### src/rtl/core/smd_pkg.sv
// ----------------------------------------------------------------------------
// smd_pkg
// Shared types, constants and codes for the stack with middle delete.
// ----------------------------------------------------------------------------
package smd_pkg;

   localparam int DEPTH   = 16;
   localparam int CNT_W   = $clog2(DEPTH + 1);
   localparam int T_DEPTH = (DEPTH + 1) / 2;
   localparam int B_DEPTH = DEPTH / 2;
   localparam int IDX_W   = $clog2(T_DEPTH + 1);

   localparam logic [1:0] ACT_PUSH   = 2'd0;
   localparam logic [1:0] ACT_POP    = 2'd1;
   localparam logic [1:0] ACT_DELETE = 2'd2;

   localparam logic [1:0] STAT_DONE  = 2'd0;
   localparam logic [1:0] STAT_EMPTY = 2'd1;
   localparam logic [1:0] STAT_FULL  = 2'd2;

   typedef enum logic [2:0] {
      MODE_HOLD,
      MODE_LOAD_AT,
      MODE_SHIFT_LOAD,
      MODE_SHIFT_NEXT,
      MODE_SHIFT_PREV,
      MODE_BASE_PREV
   } chain_mode_type;

   typedef struct packed {
      logic [1:0]         action;
      logic signed [31:0] push_value;
   } req_item_type;

   typedef struct packed {
      logic signed [31:0] middle_value;
      logic               middle_valid;
      logic [4:0]         entry_count;
      logic [1:0]         status;
   } rsp_item_type;

   typedef struct packed {
      chain_mode_type   t_mode;
      chain_mode_type   b_mode;
      logic [IDX_W-1:0] t_size;
   } chain_ctl_type;

endpackage

### src/rtl/core/smd_cell.sv
// ----------------------------------------------------------------------------
// smd_cell
// One word of a stack chain: holds, shifts from a neighbor or loads the
// pushed word, as its chain mode and its place in the chain decide.
// ----------------------------------------------------------------------------
module smd_cell (
   input  logic                         clock,
   input  smd_pkg::chain_mode_type      mode,
   input  logic [smd_pkg::IDX_W-1:0]    idx,
   input  logic [smd_pkg::IDX_W-1:0]    size,
   input  logic signed [31:0]           prev_data,
   input  logic signed [31:0]           next_data,
   input  logic signed [31:0]           load_data,
   output logic signed [31:0]           data_q,
   output logic signed [31:0]           data_nxt
);

   logic signed [31:0]          data_ff;
   logic signed [31:0]          data_in;
   logic [smd_pkg::IDX_W:0]     idx_plus;
   logic [smd_pkg::IDX_W:0]     size_ext;

   assign idx_plus = {1'b0, idx} + {{smd_pkg::IDX_W{1'b0}}, 1'b1};
   assign size_ext = {1'b0, size};

   always_comb begin
      data_in = data_ff;
      unique case (mode)
         smd_pkg::MODE_HOLD: begin
            data_in = data_ff;
         end
         smd_pkg::MODE_LOAD_AT: begin
            if (idx == size) data_in = load_data;
         end
         smd_pkg::MODE_SHIFT_LOAD: begin
            if (idx_plus == size_ext) begin
               data_in = load_data;
            end else if (idx_plus < size_ext) begin
               data_in = next_data;
            end
         end
         smd_pkg::MODE_SHIFT_NEXT: begin
            data_in = next_data;
         end
         smd_pkg::MODE_SHIFT_PREV: begin
            data_in = prev_data;
         end
         smd_pkg::MODE_BASE_PREV: begin
            if (idx == '0) data_in = prev_data;
         end
         default: begin
            data_in = data_ff;
         end
      endcase
   end

   always_ff @(posedge clock) begin
      data_ff <= data_in;
   end

   assign data_q   = data_ff;
   assign data_nxt = data_in;

endmodule

### src/rtl/core/smd_ctl.sv
// ----------------------------------------------------------------------------
// smd_ctl
// Entry count and chain control: picks the shift mode of the upper chain
// (middle up to top) and the lower chain (below the middle) for each item.
// ----------------------------------------------------------------------------
module smd_ctl (
   input  logic                        clock,
   input  logic                        reset,
   input  logic                        accept,
   input  logic [1:0]                  action,
   output smd_pkg::chain_ctl_type      ctl,
   output logic [smd_pkg::CNT_W-1:0]   count_q,
   output logic [smd_pkg::CNT_W-1:0]   count_nxt,
   output logic [1:0]                  status
);

   logic [smd_pkg::CNT_W-1:0] count_ff;
   logic [smd_pkg::CNT_W-1:0] count_in;
   logic [smd_pkg::CNT_W:0]   half_sum;
   logic                      odd;
   logic                      is_full;
   logic                      is_empty;

   assign odd      = count_ff[0];
   assign is_full  = (count_ff == smd_pkg::CNT_W'(smd_pkg::DEPTH));
   assign is_empty = (count_ff == '0);
   assign half_sum = ({1'b0, count_ff} + {{smd_pkg::CNT_W{1'b0}}, 1'b1}) >> 1;

   always_comb begin
      count_in      = count_ff;
      status        = smd_pkg::STAT_DONE;
      ctl.t_mode    = smd_pkg::MODE_HOLD;
      ctl.b_mode    = smd_pkg::MODE_HOLD;
      ctl.t_size    = half_sum[smd_pkg::IDX_W-1:0];
      unique case (action)
         smd_pkg::ACT_PUSH: begin
            if (is_full) begin
               status = smd_pkg::STAT_FULL;
            end else begin
               count_in = count_ff + smd_pkg::CNT_W'(1);
               if (odd) begin
                  ctl.t_mode = smd_pkg::MODE_SHIFT_LOAD;
                  ctl.b_mode = smd_pkg::MODE_SHIFT_PREV;
               end else begin
                  ctl.t_mode = smd_pkg::MODE_LOAD_AT;
               end
            end
         end
         smd_pkg::ACT_POP: begin
            if (is_empty) begin
               status = smd_pkg::STAT_EMPTY;
            end else begin
               count_in = count_ff - smd_pkg::CNT_W'(1);
               if (!odd) begin
                  ctl.t_mode = smd_pkg::MODE_SHIFT_PREV;
                  ctl.b_mode = smd_pkg::MODE_SHIFT_NEXT;
               end
            end
         end
         smd_pkg::ACT_DELETE: begin
            if (is_empty) begin
               status = smd_pkg::STAT_EMPTY;
            end else begin
               count_in = count_ff - smd_pkg::CNT_W'(1);
               if (odd) begin
                  ctl.t_mode = smd_pkg::MODE_SHIFT_NEXT;
               end else begin
                  ctl.t_mode = smd_pkg::MODE_BASE_PREV;
                  ctl.b_mode = smd_pkg::MODE_SHIFT_NEXT;
               end
            end
         end
         default: begin
            count_in = count_ff;
         end
      endcase
      if (!accept) begin
         count_in   = count_ff;
         ctl.t_mode = smd_pkg::MODE_HOLD;
         ctl.b_mode = smd_pkg::MODE_HOLD;
      end
   end

   always_ff @(posedge clock) begin
      if (reset) begin
         count_ff <= '0;
      end else begin
         count_ff <= count_in;
      end
   end

   assign count_q   = count_ff;
   assign count_nxt = count_in;

endmodule

### src/rtl/core/stack_with_middle_delete_top.sv
// ----------------------------------------------------------------------------
// stack_with_middle_delete_top
// Bounded stack of signed words with push, pop and delete-middle, built as
// two cell chains that meet at the middle entry.
// ----------------------------------------------------------------------------
// Latency: the result of an item is valid the cycle after it is accepted.
// Throughput: one item per cycle unless the result stalls; each cell shifts or holds per item.
// A new item is taken once the result register is empty or being drained.
// Reset clears the entry count and the result valid; cell contents are
// left as they are and never read before they are written.
module stack_with_middle_delete_top (
   input  logic                  clock,
   input  logic                  reset,
   input  logic                  req_valid,
   output logic                  req_ready,
   input  smd_pkg::req_item_type req_item,
   output logic                  rsp_valid,
   input  logic                  rsp_ready,
   output smd_pkg::rsp_item_type rsp_item
);

   logic                        req_fire;
   smd_pkg::chain_ctl_type      ctl;
   logic [smd_pkg::CNT_W-1:0]   count_q;
   logic [smd_pkg::CNT_W-1:0]   count_nxt;
   logic [1:0]                  status;
   logic [smd_pkg::CNT_W+4:0]   count_wide;

   logic signed [31:0] t_q   [smd_pkg::T_DEPTH];
   logic signed [31:0] t_nxt [smd_pkg::T_DEPTH];
   logic signed [31:0] b_q   [smd_pkg::B_DEPTH];
   logic signed [31:0] b_nxt [smd_pkg::B_DEPTH];

   logic                  rsp_valid_ff;
   logic                  rsp_valid_in;
   smd_pkg::rsp_item_type rsp_item_ff;
   smd_pkg::rsp_item_type rsp_item_in;

   assign req_ready = !rsp_valid_ff || rsp_ready;
   assign req_fire  = req_valid && req_ready;

   smd_ctl u_ctl (
      .clock     (clock),
      .reset     (reset),
      .accept    (req_fire),
      .action    (req_item.action),
      .ctl       (ctl),
      .count_q   (count_q),
      .count_nxt (count_nxt),
      .status    (status)
   );

   for (genvar i = 0; i < smd_pkg::T_DEPTH; i++) begin : g_top_chain
      smd_cell u_cell (
         .clock     (clock),
         .mode      (ctl.t_mode),
         .idx       (smd_pkg::IDX_W'(i)),
         .size      (ctl.t_size),
         .prev_data ((i == 0) ? b_q[0] : t_q[(i == 0) ? 0 : i - 1]),
         .next_data ((i == smd_pkg::T_DEPTH - 1) ? 32'sd0
                     : t_q[(i == smd_pkg::T_DEPTH - 1) ? i : i + 1]),
         .load_data (req_item.push_value),
         .data_q    (t_q[i]),
         .data_nxt  (t_nxt[i])
      );
   end

   for (genvar i = 0; i < smd_pkg::B_DEPTH; i++) begin : g_low_chain
      smd_cell u_cell (
         .clock     (clock),
         .mode      (ctl.b_mode),
         .idx       (smd_pkg::IDX_W'(0)),
         .size      (ctl.t_size),
         .prev_data ((i == 0) ? t_q[0] : b_q[(i == 0) ? 0 : i - 1]),
         .next_data ((i == smd_pkg::B_DEPTH - 1) ? 32'sd0
                     : b_q[(i == smd_pkg::B_DEPTH - 1) ? i : i + 1]),
         .load_data (req_item.push_value),
         .data_q    (b_q[i]),
         .data_nxt  (b_nxt[i])
      );
   end

   assign count_wide = (smd_pkg::CNT_W + 5)'(count_nxt);

   always_comb begin
      rsp_item_in.middle_valid = (count_nxt != '0);
      rsp_item_in.middle_value = (count_nxt != '0) ? t_nxt[0] : 32'sd0;
      rsp_item_in.entry_count  = count_wide[4:0];
      rsp_item_in.status       = status;
      rsp_valid_in             = rsp_valid_ff && !rsp_ready;
      if (req_fire) rsp_valid_in = 1'b1;
   end

   always_ff @(posedge clock) begin
      if (reset) begin
         rsp_valid_ff <= 1'b0;
      end else begin
         rsp_valid_ff <= rsp_valid_in;
      end
   end

   always_ff @(posedge clock) begin
      if (req_fire) rsp_item_ff <= rsp_item_in;
   end

   assign rsp_valid = rsp_valid_ff;
   assign rsp_item  = rsp_item_ff;

   a_push_grows: assert property (@(posedge clock) disable iff (reset)
      req_fire && req_item.action == smd_pkg::ACT_PUSH
         && count_q != smd_pkg::CNT_W'(smd_pkg::DEPTH)
      |=> count_q == $past(count_q) + smd_pkg::CNT_W'(1))
      else $error("push did not grow the stack");

   a_mid_valid: assert property (@(posedge clock) disable iff (reset)
      rsp_valid |-> rsp_item.middle_valid == (rsp_item.entry_count != 5'd0))
      else $error("middle valid disagrees with entry count");

   a_full_status: assert property (@(posedge clock) disable iff (reset)
      req_fire |=> (rsp_item.status == smd_pkg::STAT_FULL)
         == ($past(req_item.action) == smd_pkg::ACT_PUSH
             && $past(count_q) == smd_pkg::CNT_W'(smd_pkg::DEPTH)))
      else $error("full status mismatch");

   a_bounded: assert property (@(posedge clock) disable iff (reset)
      1'b1 |-> count_q <= smd_pkg::CNT_W'(smd_pkg::DEPTH))
      else $error("entry count beyond depth");

endmodule

### config.mk
export PLATFORM = sky130hd
export DESIGN_NAME = stack_with_middle_delete_top
export DESIGN_NICKNAME = d
export VERILOG_FILES = /design/src/rtl/core/smd_pkg.sv /design/src/rtl/core/smd_cell.sv /design/src/rtl/core/smd_ctl.sv /design/src/rtl/core/stack_with_middle_delete_top.sv
export SDC_FILE = /design/constraint.sdc
export NUM_CORES = 1
export LEC_CHECK = 0
export BUFFER_PORTS_ARGS = -buffer_cell sky130_fd_sc_hd__buf_2
export CORE_AREA = 5 5 215 426
export DETAILED_ROUTE_END_ITERATION = 6
export DIE_AREA = 0 0 220 431
export PLACE_DENSITY_LB_ADDON = 0.05
export SLEW_MARGIN = 30
export SYNTH_ARGS = -nofsm -noshare
export SYNTH_HDL_FRONTEND = slang
export SYNTH_SLANG_ARGS = --single-unit
export TNS_END_PERCENT = 30
### constraint.sdc
create_clock -name clock -period 21.9 [get_ports clock]
set_input_delay 6.57 -clock clock [delete_from_list [all_inputs] [get_ports clock]]
set_output_delay 6.57 -clock clock [all_outputs]
set_load 0.1 [all_outputs]
==> results by group, run 1 <==
Clock tree
  • Clk slew on worst S/H paths: about 0.070 ns
  • H-Tree Depth: 2
  • Setup Fix Bufs, Post-CTS: 0
  • Max clock buf depth: 3
  • Post-cts gate resize count: 0
  • # hold bufs at CTS: 0
  • Sink Count: 558
  • CTS buffer count: 55
  • CTS tree: yes
  • Worst-Skew Late Latency: 0.65 ns
  • Root buf cell: clkbuf_16

Setup path
  • CP arrival: 7.44 ns
  • Most common cell on crit path: buf_2
  • Critical Setup Path Class: input port to output port
  • Worst Path Max Fanout: 8
  • Crit path required time: 15.33 ns
  • CP max stage cell: buf_2
  • Largest stage delay on the critical path: around 0.50 ns
  • CP cell instances: buf_2 -> nand2b_1 -> buf_2
  • Worst Setup End Kind: output port
  • Startpoint types: input port

Final layout
  • Most frequent cells in the layout: edfxtp_1, nand2_1, a22oi_1, a222oi_1, inv_1
  • Proportion of layout cells with a drive suffix above 1: 10.8%
  • Fin nets: ~2.3k
  • Commonest non-fill, non-tap cell in the layout: edfxtp_1
  • Fin area: between 20,000 and 30,000 µm²
  • Area delta synth->final: 13.0%
  • FILL cells: 8,886

GRT
  • GRT Total Usage: 17.4%
  • M1 GR Usage: 20.2%
  • GR Util met2: between 30% and 40%
  • Vias in the first global route: 19.6k
  • Gr busiest metal: met2
  • First-pass GRT wire length: between 100 and 150 mm
  • Initial antenna violation count: 3
  • Met3 Track Usage GR: 2.23%
  • Pin count of the biggest net entering global routing: 105
  • Total gr overflow: 0

Synthesis
  • Synthesized cell area: 26,100 µm²
  • Main synth FF type: edfxtp_1
  • Seq/Total Area, Yosys: 62.7%
  • Top-area cell type share of the netlist area: 59.8%
  • Avg Inst Size Synth: roughly 12 µm²
  • Synth async-reset ratio: 0%
  • Largest cells by area after synthesis: edfxtp_1, a22oi_1, nand2_1
  • Synth area leader: edfxtp_1
  • Post-synth EDFFs: 520
  • Post-synthesis cell type count: 68
  • YS warnings: 0
  • Cells after synthesis: 2,237
  • Synth Net Count: between 2k and 2.5k
  • Number of synthesized register bits: 558

Power
  • Switch Pwr: 0.789 mW
  • Leakage power: 10.5 nW
  • Comb power frac: 15.5%
  • Internal power: 1.89 mW
  • Clock power frac: 35.3%
  • Net Sw Frac: 29.4%
  • Pwr dens: 90.9 nW/µm²
  • VDD IR max: roughly 66 µV
  • Sequential share of power: 49.2%

Timing
  • Max Freq: 0.0714 GHz
  • Clock Skew: a little over 0.04 ns
  • Final hold vios: 0
  • Actual slew at the worst max-slew pin: 0.939 ns
  • Setup_tns: 0 ns
  • Period utilization: 64.0%
  • Final setup fails: 0
  • Crit path time final: 14.01 ns
  • RSZ-0062 raised after global routing: false
  • Slew HR: between 30% and 40%
  • Fin. max-slew vios: 0

Die
  • Die extent in x: 220 µm
  • Die height: between 400 and 500 µm
  • Die area: approximately 95,000 µm²
  • Starting Density: 29.7%
  • Core area: about 88,000 µm²
  • Ports: 80
  • Core Rows: between 150 and 200

Detailed routing
  • Wirelength per Cell: 24.8 µm
  • Antenna violation net count after detailed routing: 0
  • Drt total wl: between 80 and 90 mm
  • Number of remaining DRC errors: 0
  • TritonRoute pass-1 iters: 7
  • Via density: approximately 5.5
  • DRT iter0 DRCs: 2,153
  • Vias: 19.0k

Placed design
  • Post-DP HPWL: 48.7 mm
  • Area after DPL: around 28,000 µm²
  • Port-buffer cells: 79
  • RePlAce Congestion: 0.748

Outcome
  • Status: finished clean

Worst hold path
  • Worst hold path type: flop to flop

Job
  • Max cap viols: 0
==> layer usage <==
layer / vias to the layer above / routed length, µm
met1: 9616 / 32800
li1: 8609 / -
met4: 0 / 2850
met3: 152 / 3760
met5: - / 0
met2: 586 / 45800
==> registers in the layout, indices dropped and copies added, names as in the netlist <==
name / flops
u_ctl.count_q: 5
g_low_chain.u_cell.data_q: 256
rsp_valid: 1
rsp_item: 40
g_top_chain.u_cell.data_q: 256
==> Yosys cell counts (all sizes together), types with 8 or more instances <==
library cell  instances
edfxtp              520
dfxtp                38
nor2                103
a22o                 70
ha                   13
clkbuf              157
inv                 111
a211oi               28
nand3                 8
nand2               502
a21o                 33
o221ai               29
buf                  45
a22oi               291
o22a                 28
a21oi                45
a222oi              124
==> logic make-up after synthesis <==
kind of cell	count (synthesis)	synth area share (%)
flip-flops	558	62.7
buffers and inverters	313	4.73
XOR/XNOR	4	0.192
AO/OA/AOI/OAI	692	21.6
AND/OR/NAND/NOR	655	10.1
multiplexers	2	0.0814
adder cells (fa/ha/maj)	13	0.623
==> power by group through the flow <==
stage | Clock [mW] | Sequential [mW] | Combinational, mW
floorplan | 0 | 1.41 | 0.223
global placement | 0 | 1.34 | 0.413
detailed placement | 0 | 1.34 | 0.419
CTS | 0.989 | 1.32 | 0.421
global route | 1.02 | 1.33 | 0.449
finish | 0.948 | 1.32 | 0.415
==> cell type report <==
class | count | area (µm²) | area share [%]
clock inverter | 23 | 213 | 0.721
multi-input combinational | 1366 | 8770 | 29.7
antenna | 3 | 7.51 | 0.0254
timing repair buffer | 125 | 752 | 2.55
inverter | 111 | 424 | 1.44
clock buffer | 78 | 1500 | 5.09
sequential | 558 | 16400 | 55.5
tap | 1170 | 1460 | 4.96
==> worst paths after layout <==
path	startpoint	depth (start not counted)	endpoint	slack, ns
worst max-delay path	rsp_ready	3	req_ready	7.89
worst min-delay path	g_top_chain[0].u_cell.data_q[12]	2	g_top_chain[0].u_cell.data_q[12]	0.53
worst max register to register	u_ctl.count_q[0]	15	g_low_chain[2].u_cell.data_q[23]	16.18
worst min register to register	g_top_chain[0].u_cell.data_q[12]	2	g_top_chain[0].u_cell.data_q[12]	0.53
==> per-stage QoR <==
step / setup slack, ns / instances / hold slack [ns] / utilization [%] / total power, mW
after floorplan: 8.07 / 2237 / 0.466 / - / 1.63
after global placement: 7.91 / 3330 / 0.527 / 31.6 / 1.76
after detailed placement: 7.89 / 3330 / 0.524 / 31.6 / 1.76
after CTS: 7.89 / 3431 / 0.534 / 33.6 / 2.73
after global routing: 7.87 / 3432 / 0.556 / 33.6 / 2.80
final: 7.89 / 3434 / 0.527 / 33.6 / 2.68
==> worst max-delay path: cells and delay by family <==
kind                   cells  cell delay, ns
buffers and inverters      2            0.58
AND/OR/NAND/NOR            1            0.29
No activity file was read; power rests on OpenSTA's default activity.
==> run 2: changes to the inputs <==
==> constraint.sdc (replaced) <==
create_clock -name clock -period 13.7 [get_ports clock]
set_input_delay 4.11 -clock clock [delete_from_list [all_inputs] [get_ports clock]]
set_output_delay 4.11 -clock clock [all_outputs]
set_load 0.1 [all_outputs]
==> run 2 against run 1 <==
The run now ends with DRC left. Sequential share of layout area is 0.33 points lower. Die area is the same. Critical path depth unchanged. Non-clock buffer count is 2 lower. Clock skew down 0.012 ns. Register-to-register slack got worse by 7.9 ns. Utilization up 0.20 points. Via count is 0.57% higher. Global-route usage increased by 0.18 points. Cell count hardly changed. Largest cell class unchanged. Largest power group unchanged.
==> results by group, run 2 (same netlist as run 1, synthesis figures left out) <==
Outcome
  • Status: finished with violations
  • Failing checks: DRC

Timing
  • Period utilization: 66.3%
  • Setup_tns: 0 ns
  • Actual slew at the worst max-slew pin: about 1.0 ns
  • Clock Skew: a little under 0.03 ns
  • Max Freq: between 0.1 and 0.15 GHz
  • Final hold vios: 0
  • Fin. max-slew vios: 0
  • RSZ-0062 raised after global routing: false
  • Final setup fails: 0
  • Crit path time final: approximately 9 ns
  • Slew HR: approximately a third

Placed design
  • Area after DPL: 27,800 µm²
  • Port-buffer cells: 79
  • Post-DP HPWL: 48.8 mm
  • RePlAce Congestion: 0.747

Detailed routing
  • Drt total wl: about 86 mm
  • Vias: about 19k
  • Via density: approximately 5.6
  • Number of remaining DRC errors: 10
  • DRT iter0 DRCs: 1,983
  • TritonRoute pass-1 iters: 7
  • Wirelength per Cell: 25.0 µm
  • Antenna violation net count after detailed routing: 0

Setup path
  • Worst flop-to-flop path endpoint: g_top_chain[1].u_cell.data_q[5]
  • Startpoint types: input port
  • CP arrival: 4.97 ns
  • Critical Setup Path Class: input port to output port
  • Reg2Reg Setup Slack: 8.32 ns
  • Crit path required time: between 9 and 10 ns
  • Largest stage delay on the critical path: 0.50 ns
  • RR Startpoint: u_ctl.count_q[0]
  • Most common cell on crit path: buf_2
  • CP max stage cell: buf_2
  • Worst Setup End Kind: output port
  • Worst reg2reg path depth: 14
  • CP cell instances: buf_2 -> nand2b_1 -> buf_2
  • Worst Path Max Fanout: 8

Worst hold path
  • Hold path startpoint: g_top_chain[0].u_cell.data_q[8]
  • Hold path cells: 2
  • Hold Path Sink: g_top_chain[0].u_cell.data_q[8]
  • Worst hold path type: flop to flop

GRT
  • Pin count of the biggest net entering global routing: roughly 210
  • Vias in the first global route: 19.7k
  • First-pass GRT wire length: between 100 and 150 mm
  • Initial antenna violation count: 3
  • Total gr overflow: 0
  • GRT Total Usage: between 15 and 20%

Clock tree
  • CTS buffer count: 56
  • Worst-Skew Late Latency: 0.65 ns
  • Sink Count: 558
  • Max clock buf depth: 3
  • H-Tree Depth: 2
  • Clk slew on worst S/H paths: 0.06 ns
  • Setup Fix Bufs, Post-CTS: 0
  • # hold bufs at CTS: 0
  • Root buf cell: clkbuf_16
  • CTS tree: yes
  • Post-cts gate resize count: 0

Die
  • Starting Density: roughly 30%
  • Core area: 87,900 µm²
  • Core Rows: 154
  • Die height: 431 µm
  • Ports: 80
  • Die extent in x: approximately 220 µm
  • Die area: roughly 95,000 µm²

Final layout
  • Most frequent cells in the layout: edfxtp_1, nand2_1, a22oi_1, a222oi_1, inv_1
  • Fin area: around 30,000 µm²
  • Fin nets: 2,267
  • Commonest non-fill, non-tap cell in the layout: edfxtp_1
  • Area delta synth->final: 13.6%
  • FILL cells: 8,854
  • Proportion of layout cells with a drive suffix above 1: 11.3%

Power
  • Leakage power: 10.5 nW
  • Pwr dens: roughly 150 nW/µm²
  • VDD IR max: 92.5 µV

Job
  • Max cap viols: 0
==> run 2: how the worst max path moves through the flow <==
stage / startpoint / end / slack [ns] / cells after the start
floorplan: rsp_ready / g_low_chain[0].u_cell.data_q[0] / 2.33 / 9
detailed placement: rsp_ready / req_ready / 4.62 / 3
global route: rsp_ready / req_ready / 4.58 / 3
global placement: rsp_ready / req_ready / 4.65 / 3
finish: rsp_ready / req_ready / 4.62 / 3
CTS: rsp_ready / req_ready / 4.62 / 3
==> run 2: worst max-delay path: cells and delay by family <==
kind          cells  cell delay, ns
buf+inv           2            0.57
simple gates      1            0.29
==> run 2: layout make-up <==
cell class / count / area, µm² / area share (%)
antenna: 2 / 5.00 / 0.0169
clock buffer: 83 / 1570 / 5.30
clock inverter: 23 / 312 / 1.05
inverter: 111 / 424 / 1.43
multi-input combinational: 1366 / 8770 / 29.5
sequential: 558 / 16400 / 55.2
tap: 1170 / 1460 / 4.93
timing repair buffer: 123 / 762 / 2.57
==> run 2: metal layers <==
layer  up-vias  part of all wire [%]  global-route usage (%)
met4         0                   3.5                    5.97
met1      9722                    38                    20.6
met2       606                    54                    32.8
met5         -                     0                       0
met3       145                   4.5                    2.27
li1       8599                     -                       -
==> run 2: where the power goes <==
part / internal, mW / leakage, nW / switching, mW
clock: 0.913 / 0.915 / 0.707
combinational: 0.201 / 4.58 / 0.464
sequential: 2.01 / 5.06 / 0.104
total: 3.12 / 10.5 / 1.28
==> run 2: stage by stage <==
step           hold slack [ns]  total power, mW  cells  setup slack [ns]  util (%)
2_1_floorplan            0.466             2.61   2237              2.33         -
3_3_place_gp             0.513             2.81   3327              4.65      31.6
3_5_place_dp             0.519             2.82   3327              4.62      31.6
4_1_cts                  0.526             4.46   3433              4.62      33.7
5_1_grt                  0.564             4.59   3435              4.58      33.8
6_report                 0.520             4.39   3436              4.62      33.8
